[src/hw/rtl/lwcb_pkg.sv]
// ============================================================================
// lwcb_pkg: shared types and constants of the wipe crossfade blend
// Widths, reciprocal constants, register indexes and the records that pass
// between the pipeline sections.
// ============================================================================
package lwcb_pkg;

  localparam int COORD_BITS  = 10;
  localparam int CH_BITS     = 8;
  localparam int FULL_SCALE  = 255;

  // Front computation: progress * (size + fade) / 255.
  localparam int SUM_BITS    = COORD_BITS + 1;
  localparam int PROD_BITS   = SUM_BITS + CH_BITS;
  localparam int FRONT_SHIFT = PROD_BITS + 8;
  localparam int RECIP_BITS  = COORD_BITS + 10;
  localparam logic [63:0] FRONT_RECIP =
    ((64'd1 << FRONT_SHIFT) + 64'd254) / 64'd255;

  // Signed position, signed distance and divider numerator.
  localparam int POS_BITS    = COORD_BITS + 2;
  localparam int DIST_BITS   = COORD_BITS + 3;
  localparam int MAG_BITS    = DIST_BITS - 1;
  localparam int NUM_BITS    = COORD_BITS + CH_BITS;

  // Divider: two quotient bits per stage.
  localparam int STEP_BITS   = 2;
  localparam int DIV_STAGES  = CH_BITS / STEP_BITS;

  // Channel mix: exact division of a 16-bit sum by 255.
  localparam int MIX_BITS        = 2 * CH_BITS;
  localparam int MIX_SHIFT       = 24;
  localparam int MIX_RECIP_BITS  = 17;
  localparam logic [MIX_RECIP_BITS-1:0] MIX_RECIP = 17'd65794;

  localparam int CFG_IDX_BITS = 3;

  typedef enum logic [CFG_IDX_BITS-1:0] {
    REG_AXIS_SELECT       = 3'd0,
    REG_FORWARD_DIRECTION = 3'd1,
    REG_FADE_WIDTH        = 3'd2,
    REG_MATRIX_WIDTH      = 3'd3,
    REG_MATRIX_HEIGHT     = 3'd4
  } cfg_reg_t;

  typedef struct packed {
    logic [CH_BITS-1:0] red;
    logic [CH_BITS-1:0] green;
    logic [CH_BITS-1:0] blue;
  } rgb_t;

  typedef struct packed {
    logic                  axis_select;
    logic                  forward_direction;
    logic [COORD_BITS-1:0] fade_width;
    logic [COORD_BITS-1:0] matrix_width;
    logic [COORD_BITS-1:0] matrix_height;
  } cfg_t;

  typedef struct packed {
    logic [NUM_BITS-1:0]   num;
    logic                  sat;
    logic [COORD_BITS-1:0] fade;
    rgb_t                  old_rgb;
    rgb_t                  new_rgb;
  } div_req_t;

  typedef struct packed {
    logic [CH_BITS-1:0] weight;
    rgb_t               old_rgb;
    rgb_t               new_rgb;
  } mix_req_t;

endpackage

[src/hw/rtl/led_wipe_crossfade_blend.sv]
// ============================================================================
// led_wipe_crossfade_blend: soft-edged wipe crossfade for one LED
// Each accepted request passes the front, divider and mix sections in turn.
// Throughput is one request per cycle, set by the fully pipelined divider
// and mix stages; busy is never raised.
// Synchronous active-low reset clears the pipeline valid bits and loads the
// register defaults; the result strobe cannot be held off by the receiver.
// ============================================================================
module led_wipe_crossfade_blend (
  input  logic                                clk,
  input  logic                                rst_n,
  input  logic                                start,
  output logic                                busy,
  input  logic [lwcb_pkg::CH_BITS-1:0]        in_progress,
  input  logic [lwcb_pkg::COORD_BITS-1:0]     in_pos_x,
  input  logic [lwcb_pkg::COORD_BITS-1:0]     in_pos_y,
  input  logic [lwcb_pkg::CH_BITS-1:0]        in_old_red,
  input  logic [lwcb_pkg::CH_BITS-1:0]        in_old_green,
  input  logic [lwcb_pkg::CH_BITS-1:0]        in_old_blue,
  input  logic [lwcb_pkg::CH_BITS-1:0]        in_new_red,
  input  logic [lwcb_pkg::CH_BITS-1:0]        in_new_green,
  input  logic [lwcb_pkg::CH_BITS-1:0]        in_new_blue,
  output logic                                out_valid,
  output logic [lwcb_pkg::CH_BITS-1:0]        out_red,
  output logic [lwcb_pkg::CH_BITS-1:0]        out_green,
  output logic [lwcb_pkg::CH_BITS-1:0]        out_blue,
  output logic [lwcb_pkg::CH_BITS-1:0]        out_blend_weight,
  input  logic                                cfg_we,
  input  logic [lwcb_pkg::CFG_IDX_BITS-1:0]   cfg_index,
  input  logic [lwcb_pkg::COORD_BITS-1:0]     cfg_wdata
);

  lwcb_pkg::cfg_t     cfg_r;
  lwcb_pkg::cfg_t     cfg_nxt;
  lwcb_pkg::rgb_t     old_rgb;
  lwcb_pkg::rgb_t     new_rgb;
  lwcb_pkg::rgb_t     out_rgb;
  logic               div_valid;
  lwcb_pkg::div_req_t div_req;
  logic               mix_valid;
  lwcb_pkg::mix_req_t mix_req;
  logic               in_valid;

  always_comb begin
    cfg_nxt = cfg_r;
    if (cfg_we) begin
      case (lwcb_pkg::cfg_reg_t'(cfg_index))
        lwcb_pkg::REG_AXIS_SELECT:       cfg_nxt.axis_select       = cfg_wdata[0];
        lwcb_pkg::REG_FORWARD_DIRECTION: cfg_nxt.forward_direction = cfg_wdata[0];
        lwcb_pkg::REG_FADE_WIDTH:        cfg_nxt.fade_width        = cfg_wdata;
        lwcb_pkg::REG_MATRIX_WIDTH:      cfg_nxt.matrix_width      = cfg_wdata;
        lwcb_pkg::REG_MATRIX_HEIGHT:     cfg_nxt.matrix_height     = cfg_wdata;
        default: ;
      endcase
    end
  end

  always_ff @(posedge clk) begin
    if (!rst_n) begin
      cfg_r.axis_select       <= 1'b0;
      cfg_r.forward_direction <= 1'b1;
      cfg_r.fade_width        <= lwcb_pkg::COORD_BITS'(16);
      cfg_r.matrix_width      <= lwcb_pkg::COORD_BITS'(16);
      cfg_r.matrix_height     <= lwcb_pkg::COORD_BITS'(16);
    end else begin
      cfg_r <= cfg_nxt;
    end
  end

  assign busy     = 1'b0;
  assign in_valid = start && !busy;

  assign old_rgb.red   = in_old_red;
  assign old_rgb.green = in_old_green;
  assign old_rgb.blue  = in_old_blue;
  assign new_rgb.red   = in_new_red;
  assign new_rgb.green = in_new_green;
  assign new_rgb.blue  = in_new_blue;

  lwcb_front u_front (
    .clk       (clk),
    .rst_n     (rst_n),
    .in_valid  (in_valid),
    .cfg       (cfg_r),
    .progress  (in_progress),
    .pos_x     (in_pos_x),
    .pos_y     (in_pos_y),
    .old_rgb   (old_rgb),
    .new_rgb   (new_rgb),
    .div_valid (div_valid),
    .div_req   (div_req)
  );

  lwcb_div u_div (
    .clk       (clk),
    .rst_n     (rst_n),
    .div_valid (div_valid),
    .div_req   (div_req),
    .mix_valid (mix_valid),
    .mix_req   (mix_req)
  );

  lwcb_mix u_mix (
    .clk        (clk),
    .rst_n      (rst_n),
    .mix_valid  (mix_valid),
    .mix_req    (mix_req),
    .out_valid  (out_valid),
    .out_rgb    (out_rgb),
    .out_weight (out_blend_weight)
  );

  assign out_red   = out_rgb.red;
  assign out_green = out_rgb.green;
  assign out_blue  = out_rgb.blue;

endmodule

[src/hw/rtl/lwcb_front.sv]
// ============================================================================
// lwcb_front: wipe front, position and scaled distance
// Three register stages: span product, front by reciprocal multiply, and the
// distance scaled by 255 with the saturation flag.
// ============================================================================
module lwcb_front (
  input  logic                            clk,
  input  logic                            rst_n,
  input  logic                            in_valid,
  input  lwcb_pkg::cfg_t                  cfg,
  input  logic [lwcb_pkg::CH_BITS-1:0]    progress,
  input  logic [lwcb_pkg::COORD_BITS-1:0] pos_x,
  input  logic [lwcb_pkg::COORD_BITS-1:0] pos_y,
  input  lwcb_pkg::rgb_t                  old_rgb,
  input  lwcb_pkg::rgb_t                  new_rgb,
  output logic                            div_valid,
  output lwcb_pkg::div_req_t              div_req
);

  localparam int FPROD_BITS = lwcb_pkg::PROD_BITS + lwcb_pkg::RECIP_BITS;

  logic [lwcb_pkg::COORD_BITS-1:0] size;
  logic [lwcb_pkg::COORD_BITS-1:0] coord;
  logic [lwcb_pkg::COORD_BITS-1:0] fade;
  logic [lwcb_pkg::SUM_BITS-1:0]   span;
  logic [lwcb_pkg::PROD_BITS-1:0]  prod_nxt;
  logic [lwcb_pkg::POS_BITS-1:0]   pos_nxt;

  logic                            v1_r;
  logic [lwcb_pkg::PROD_BITS-1:0]  prod1_r;
  logic [lwcb_pkg::POS_BITS-1:0]   pos1_r;
  logic [lwcb_pkg::COORD_BITS-1:0] fade1_r;
  lwcb_pkg::rgb_t                  old1_r;
  lwcb_pkg::rgb_t                  new1_r;

  logic [FPROD_BITS-1:0]           fprod;
  logic [lwcb_pkg::SUM_BITS-1:0]   front_nxt;

  logic                            v2_r;
  logic [lwcb_pkg::SUM_BITS-1:0]   front2_r;
  logic [lwcb_pkg::POS_BITS-1:0]   pos2_r;
  logic [lwcb_pkg::COORD_BITS-1:0] fade2_r;
  lwcb_pkg::rgb_t                  old2_r;
  lwcb_pkg::rgb_t                  new2_r;

  logic [lwcb_pkg::DIST_BITS-1:0]  gap;
  logic                            dist_neg;
  logic [lwcb_pkg::MAG_BITS-1:0]   mag;
  logic [lwcb_pkg::MAG_BITS+7:0]   scaled;
  lwcb_pkg::div_req_t              req_nxt;

  logic                            v3_r;
  lwcb_pkg::div_req_t              req3_r;

  always_comb begin
    size  = cfg.axis_select ? cfg.matrix_width : cfg.matrix_height;
    coord = cfg.axis_select ? pos_x : pos_y;
    fade  = (cfg.fade_width == '0) ? lwcb_pkg::COORD_BITS'(1) : cfg.fade_width;
    span  = lwcb_pkg::SUM_BITS'(size) + lwcb_pkg::SUM_BITS'(fade);
    prod_nxt = lwcb_pkg::PROD_BITS'(progress) * lwcb_pkg::PROD_BITS'(span);
    if (cfg.forward_direction) begin
      pos_nxt = lwcb_pkg::POS_BITS'(coord);
    end else begin
      pos_nxt = lwcb_pkg::POS_BITS'(size) - lwcb_pkg::POS_BITS'(coord);
    end
  end

  always_ff @(posedge clk) begin
    if (!rst_n) begin
      v1_r <= 1'b0;
    end else begin
      v1_r <= in_valid;
    end
    prod1_r <= prod_nxt;
    pos1_r  <= pos_nxt;
    fade1_r <= fade;
    old1_r  <= old_rgb;
    new1_r  <= new_rgb;
  end

  always_comb begin
    fprod = FPROD_BITS'(prod1_r) *
            FPROD_BITS'(lwcb_pkg::FRONT_RECIP[lwcb_pkg::RECIP_BITS-1:0]);
    front_nxt = fprod[lwcb_pkg::FRONT_SHIFT +: lwcb_pkg::SUM_BITS];
  end

  always_ff @(posedge clk) begin
    if (!rst_n) begin
      v2_r <= 1'b0;
    end else begin
      v2_r <= v1_r;
    end
    front2_r <= front_nxt;
    pos2_r   <= pos1_r;
    fade2_r  <= fade1_r;
    old2_r   <= old1_r;
    new2_r   <= new1_r;
  end

  // A position at or beyond the front gives a zero numerator; a distance of
  // at least one fade width saturates the weight.
  always_comb begin
    gap = lwcb_pkg::DIST_BITS'(front2_r) -
          {{(lwcb_pkg::DIST_BITS - lwcb_pkg::POS_BITS){pos2_r[lwcb_pkg::POS_BITS-1]}},
           pos2_r};
    dist_neg = gap[lwcb_pkg::DIST_BITS-1];
    mag      = gap[lwcb_pkg::MAG_BITS-1:0];
    scaled   = {mag, 8'b0} - (lwcb_pkg::MAG_BITS + 8)'(mag);
    req_nxt.sat  = !dist_neg && (mag >= lwcb_pkg::MAG_BITS'(fade2_r));
    req_nxt.num  = (dist_neg || req_nxt.sat) ? '0 : scaled[lwcb_pkg::NUM_BITS-1:0];
    req_nxt.fade    = fade2_r;
    req_nxt.old_rgb = old2_r;
    req_nxt.new_rgb = new2_r;
  end

  always_ff @(posedge clk) begin
    if (!rst_n) begin
      v3_r <= 1'b0;
    end else begin
      v3_r <= v2_r;
    end
    req3_r <= req_nxt;
  end

  assign div_valid = v3_r;
  assign div_req   = req3_r;

endmodule

[src/hw/rtl/lwcb_div.sv]
// ============================================================================
// lwcb_div: pipelined restoring divider for the blend weight
// Two quotient bits per stage; the saturation flag forces full weight.
// ============================================================================
module lwcb_div (
  input  logic                 clk,
  input  logic                 rst_n,
  input  logic                 div_valid,
  input  lwcb_pkg::div_req_t   div_req,
  output logic                 mix_valid,
  output lwcb_pkg::mix_req_t   mix_req
);

  localparam int LAST = lwcb_pkg::DIV_STAGES - 1;

  logic                          v_r   [lwcb_pkg::DIV_STAGES];
  lwcb_pkg::div_req_t            req_r [lwcb_pkg::DIV_STAGES];
  logic [lwcb_pkg::CH_BITS-1:0]  q_r   [lwcb_pkg::DIV_STAGES];

  lwcb_pkg::div_req_t            req_nxt [lwcb_pkg::DIV_STAGES];
  logic [lwcb_pkg::CH_BITS-1:0]  q_nxt   [lwcb_pkg::DIV_STAGES];

  always_comb begin
    logic [lwcb_pkg::NUM_BITS-1:0] trial;
    int                            k;
    for (int s = 0; s < lwcb_pkg::DIV_STAGES; s++) begin
      if (s == 0) begin
        req_nxt[s] = div_req;
        q_nxt[s]   = '0;
      end else begin
        req_nxt[s] = req_r[s-1];
        q_nxt[s]   = q_r[s-1];
      end
      for (int b = 0; b < lwcb_pkg::STEP_BITS; b++) begin
        k     = lwcb_pkg::CH_BITS - 1 - s * lwcb_pkg::STEP_BITS - b;
        trial = lwcb_pkg::NUM_BITS'(req_nxt[s].fade) << k;
        if (req_nxt[s].num >= trial) begin
          req_nxt[s].num = req_nxt[s].num - trial;
          q_nxt[s][k]    = 1'b1;
        end
      end
    end
  end

  always_ff @(posedge clk) begin
    for (int s = 0; s < lwcb_pkg::DIV_STAGES; s++) begin
      if (!rst_n) begin
        v_r[s] <= 1'b0;
      end else if (s == 0) begin
        v_r[s] <= div_valid;
      end else begin
        v_r[s] <= v_r[s-1];
      end
      req_r[s] <= req_nxt[s];
      q_r[s]   <= q_nxt[s];
    end
  end

  always_comb begin
    mix_valid       = v_r[LAST];
    mix_req.weight  = req_r[LAST].sat ? lwcb_pkg::CH_BITS'(lwcb_pkg::FULL_SCALE)
                                      : q_r[LAST];
    mix_req.old_rgb = req_r[LAST].old_rgb;
    mix_req.new_rgb = req_r[LAST].new_rgb;
  end

endmodule

[src/hw/rtl/lwcb_mix.sv]
// ============================================================================
// lwcb_mix: per-channel colour mix
// Weighted sum of old and new colour, then an exact division by 255 through
// a reciprocal multiply. Two register stages.
// ============================================================================
module lwcb_mix (
  input  logic                         clk,
  input  logic                         rst_n,
  input  logic                         mix_valid,
  input  lwcb_pkg::mix_req_t           mix_req,
  output logic                         out_valid,
  output lwcb_pkg::rgb_t               out_rgb,
  output logic [lwcb_pkg::CH_BITS-1:0] out_weight
);

  localparam int MPROD_BITS = lwcb_pkg::MIX_BITS + lwcb_pkg::MIX_RECIP_BITS;

  logic [lwcb_pkg::CH_BITS-1:0]  inv_w;
  logic [lwcb_pkg::MIX_BITS-1:0] acc_nxt [3];
  logic [lwcb_pkg::CH_BITS-1:0]  old_ch  [3];
  logic [lwcb_pkg::CH_BITS-1:0]  new_ch  [3];

  logic                          v1_r;
  logic [lwcb_pkg::MIX_BITS-1:0] acc_r [3];
  logic [lwcb_pkg::CH_BITS-1:0]  w1_r;

  logic [MPROD_BITS-1:0]         mprod  [3];
  logic [lwcb_pkg::CH_BITS-1:0]  ch_nxt [3];

  logic                          v2_r;
  logic [lwcb_pkg::CH_BITS-1:0]  ch_r [3];
  logic [lwcb_pkg::CH_BITS-1:0]  w2_r;

  always_comb begin
    inv_w = lwcb_pkg::CH_BITS'(lwcb_pkg::FULL_SCALE) - mix_req.weight;
    old_ch[0] = mix_req.old_rgb.red;
    old_ch[1] = mix_req.old_rgb.green;
    old_ch[2] = mix_req.old_rgb.blue;
    new_ch[0] = mix_req.new_rgb.red;
    new_ch[1] = mix_req.new_rgb.green;
    new_ch[2] = mix_req.new_rgb.blue;
    for (int c = 0; c < 3; c++) begin
      acc_nxt[c] = lwcb_pkg::MIX_BITS'(old_ch[c]) * lwcb_pkg::MIX_BITS'(inv_w) +
                   lwcb_pkg::MIX_BITS'(new_ch[c]) * lwcb_pkg::MIX_BITS'(mix_req.weight);
    end
  end

  always_ff @(posedge clk) begin
    if (!rst_n) begin
      v1_r <= 1'b0;
    end else begin
      v1_r <= mix_valid;
    end
    for (int c = 0; c < 3; c++) begin
      acc_r[c] <= acc_nxt[c];
    end
    w1_r <= mix_req.weight;
  end

  always_comb begin
    for (int c = 0; c < 3; c++) begin
      mprod[c]  = MPROD_BITS'(acc_r[c]) * MPROD_BITS'(lwcb_pkg::MIX_RECIP);
      ch_nxt[c] = mprod[c][lwcb_pkg::MIX_SHIFT +: lwcb_pkg::CH_BITS];
    end
  end

  always_ff @(posedge clk) begin
    if (!rst_n) begin
      v2_r <= 1'b0;
    end else begin
      v2_r <= v1_r;
    end
    for (int c = 0; c < 3; c++) begin
      ch_r[c] <= ch_nxt[c];
    end
    w2_r <= w1_r;
  end

  assign out_valid     = v2_r;
  assign out_rgb.red   = ch_r[0];
  assign out_rgb.green = ch_r[1];
  assign out_rgb.blue  = ch_r[2];
  assign out_weight    = w2_r;

endmodule

[config.mk]
export PLATFORM = sky130hd
export DESIGN_NAME = led_wipe_crossfade_blend
export DESIGN_NICKNAME = d
export VERILOG_FILES = /design/src/hw/rtl/lwcb_pkg.sv /design/src/hw/rtl/led_wipe_crossfade_blend.sv /design/src/hw/rtl/lwcb_front.sv /design/src/hw/rtl/lwcb_div.sv /design/src/hw/rtl/lwcb_mix.sv
export SDC_FILE = /design/constraint.sdc
export NUM_CORES = 2
export LEC_CHECK = 0
export BUFFER_PORTS_ARGS = -buffer_cell sky130_fd_sc_hd__buf_4
export CAP_MARGIN = 40
export CELL_PAD_IN_SITES_DETAIL_PLACEMENT = 2
export CELL_PAD_IN_SITES_GLOBAL_PLACEMENT = 2
export CORE_AREA = 2 2 421 423
export DETAILED_ROUTE_END_ITERATION = 6
export DIE_AREA = 0 0 423 425
export GPL_TIMING_DRIVEN = 1
export PLACE_DENSITY_LB_ADDON = 0.1
export SLEW_MARGIN = 25
export SYNTH_ARGS = -nofsm -noshare
export SYNTH_HDL_FRONTEND = slang
export SYNTH_HIERARCHICAL = 1
export SYNTH_SLANG_ARGS = --single-unit
[constraint.sdc]
create_clock -name clk -period 9.9 [get_ports clk]
set_input_delay 0.495 -clock clk [delete_from_list [all_inputs] [get_ports clk]]
set_output_delay 0.495 -clock clk [all_outputs]
set_load 0.02 [all_outputs]
==> metrics list <==
- For this run, the detailed router's first-pass iteration total came to 4.
- Pin count of the biggest net entering global routing: 53
- In the final layout, the multi-input gates occupy 26900 um^2.
- In this run the horizontal extent of the chip is 423 um.
- Run status: finished clean
- The number of global-route vias before repair was 33213.
* Vertical die dimension: roughly 430 um
* Commonest cells post-synth: sky130_fd_sc_hd__dfxtp_1 (674), sky130_fd_sc_hd__inv_1 (655), sky130_fd_sc_hd__ha_1 (640), sky130_fd_sc_hd__fa_1 (364), sky130_fd_sc_hd__and2_1 (206)
- The H-tree generated during clock tree synthesis spans 3 levels.
- In this run, the number of DRC markers left after iteration 0 of detailed routing was 524.
- Actual slew at the worst max-slew pin: 768 ps
- Total clock sinks: 674
* Worst Hold Slack: 104 ps
- Counting along the longest clock path gives a buffer depth of 3.
- # rows: 154
- Setup repair after global routing left no endpoint under its margin.
- Of the cells placed in the final design, the portion with a size suffix greater than 1 is 0.0848.
- Startpoint of the worst hold path: cfg_wdata[4]
* Post-synthesis async set-or-reset flop share: 0
- For this run, the number of Yosys warnings is 6.
* Die area: 180000 um^2
* Count of different cell masters after synthesis: between 90 and 100
- Maximum single-stage delay on the critical path: 550 ps
- Counting stages on the worst path, the most repeated cell is sky130_fd_sc_hd__fa_1.
- First-pass GRT wire length: 187 mm
- Counting the buffers created by CTS gives 83.
* Count of endpoints failing setup in the final report: 0
- The share of the Yosys chip area taken by registers is 0.309.
- For this design, the slowest cell found on the critical path is sky130_fd_sc_hd__fa_1.
- The total area inside the core boundary comes to 175000 um^2.
- Nature of the critical path endpoint: flop
- # port buffers: 125
- Type of the worst min-delay path: in2reg
- For this block, the routed nets add up to roughly 120 mm of wire.
* Upper clock frequency limit: 134 MHz
- Across the whole layout, storage elements account for 13500 um^2.
* Dominant cell type by area after synthesis: sky130_fd_sc_hd__dfxtp_1
- Number of endpoints with negative hold slack in the final report: 0
- In the finished design, the share of the clock period the worst path needs comes to 0.755.
* Flip-flop and latch count after synthesis: 674
- Adding up every negative setup slack in the final design gives 0 ps.
- The startpoint identified for the worst register-to-register timing path is cfg_r[31]$_SDFFE_PN0P_.
* Antenna viol nets, final: 0
- At the end of routability-driven placement, the weighted congestion stood at about 0.75.
- After clock tree synthesis, the clock-pin slew on the worst setup and hold paths is 60 ps.
- Along the worst path, the maximum fanout reaches 21.
- STA classifies the critical path startpoint as a flop.
* Max cap viols: 0
- Dividing the detail-routed via count by the number of cells gives 4.25.
- The worst setup path is of the reg2reg kind.
* Number of max-slew violations in the final report: 0
* Routed length per instance: 17.0 um
- Share of Yosys cell area claimed by the top area cell type: 0.309
- In this run the count of I/O pins placed on the die edge is 127.
- For this run, the total global-route usage over all layers was measured as 0.132.
- After synthesis, the mean cell area works out to about 10 um^2.
* Total grt overflow: 0
* Setup Buffers After CTS: 0
- In this run the worst setup path begins at cfg_r[31]$_SDFFE_PN0P_.
* P&R area growth vs syn: 15.7%
- Post-synthesis instance total: approximately 4300
* Number of fillers in the final layout: 19291
- The later pin in the worst-skew pair is clocked with a latency of 710 ps.
- Initial standard-cell utilization of the core: 0.249
- The number of antenna violations at the first check in global routing came to 1.
- Most frequent cell after synthesis: sky130_fd_sc_hd__dfxtp_1
- In the post-synthesis netlist, the biggest area contributors are sky130_fd_sc_hd__dfxtp_1 (31%), sky130_fd_sc_hd__ha_1 (18%), sky130_fd_sc_hd__fa_1 (17%).
* Relative slew margins: 0.484
- Post-synth top flop: sky130_fd_sc_hd__dfxtp_1
* Largest clock skew in the final design: 51.3 ps
- For this run, design rule violations remaining after detail routing come to 0.
- Detailed placement finished with a half-perimeter wire length of around 93 mm.
- Worst Path Required: between 10000 and 15000 ps
- Routed vias: just under 30000
* Min Clock Period, post-route: 7470 ps
- Arrival time reported for the critical path endpoint: about 8000 ps
- In this run the clock root is driven by a sky130_fd_sc_hd__clkbuf_16.
- TritonCTS built the clock tree.
* Number of enable flip-flop cells after synthesis: 0
- In the final design database the tool counted 5535 nets.
- Area of the mapped netlist: 43600 um^2
==> final cells by class <==
cell class / instances / share of cell area
Antenna cell: 1 / 0.0000496
Clock buffer: 96 / 0.0435
Clock inverter: 55 / 0.0175
Inverter: 656 / 0.0488
Multi-Input combinational cell: 2827 / 0.533
Sequential cell: 674 / 0.267
Tap cell: 2340 / 0.0580
Timing Repair Buffer: 196 / 0.0316
==> final timing paths <==
kind | end | slack [ps] | cells after the start
max | u_front/prod1_r[18]$_DFF_P_ | 2430 | 28
min reg2reg | u_div/req_r[3][16]$_DFF_P_ | 300 | 0
max reg2reg | u_front/prod1_r[18]$_DFF_P_ | 2430 | 28
min | cfg_r[4]$_SDFFE_PN1P_ | 100 | 3
==> per-stage QoR <==
stage	util	instance area (um^2)	worst slack, ps	std cells
floorplan	-	43600	2450	4295
detailed placement	0.267	46900	2130	6642
finish	0.288	50500	2430	6845
CTS	0.288	50500	2090	6843
global placement	0.267	46800	2270	6636
global route	0.288	50500	1840	6844
==> flip-flops by register name, summed over array words and instances, names as in the netlist, 8 cells and up <==
register,flops
cfg_r,32
u_front/pos2_r,11
u_front/old1_r,24
u_div/q_r,20
u_front/old2_r,24
u_front/new1_r,24
u_front/fade2_r,10
u_mix/w1_r,8
u_front/front2_r,11
u_front/fade1_r,10
u_div/req_r,280
u_mix/out_weight,8
u_front/pos1_r,11
u_mix/acc_r,48
u_front/div_req,77
u_mix/ch_r,24
u_front/new2_r,24
u_front/prod1_r,19
==> layer usage <==
layer	vias up	wire (um)	global-route usage
met5	-	0	0
met4	0	1910	0.0311
met3	109	2660	0.0181
met2	191	59000	0.240
met1	14548	52900	0.164
li1	14269	-	-
==> logic make-up (layout without fill, tap and decap cells) <==
family,count (synthesis),after routing,synth area share
AO/OA/AOI/OAI,506,506,0.0767
XOR/XNOR,162,162,0.0329
adder cells (fa/ha/maj),1004,1004,0.351
buffers and inverters,794,1003,0.0738
flip-flops,674,674,0.309
multiplexers,107,107,0.0261
other,2,5,0.000172
AND/OR/NAND/NOR,1044,1044,0.130
==> critical path, delay by kind of cell, from the launching register on <==
family | cells | cell delay [ps]
adder cells (fa/ha/maj) | 7 | 2800
AO/OA/AOI/OAI | 10 | 2350
AND/OR/NAND/NOR | 4 | 780
buffers and inverters | 5 | 590
multiplexers | 2 | 530
flip-flops | 1 | 310
==> layout by cell type, fill, tap and decap left out, drive strengths merged, types with 146 or more instances in the layout <==
cell type  count
nand2        181
dfxtp        674
ha           640
nor2         158
and2         206
inv          665
buf          146
fa           364
nor2b        150
a21oi        154
==> repair_timing <==
action | CTS | global route
hold buffers | 50 | 0
hold endpoints to repair | 50 | 0
resized for setup | 0 | 0
Power is left out: the tool's default activity adds up to more than one toggle a clock period on the data nets, which glitch-free logic cannot reach.
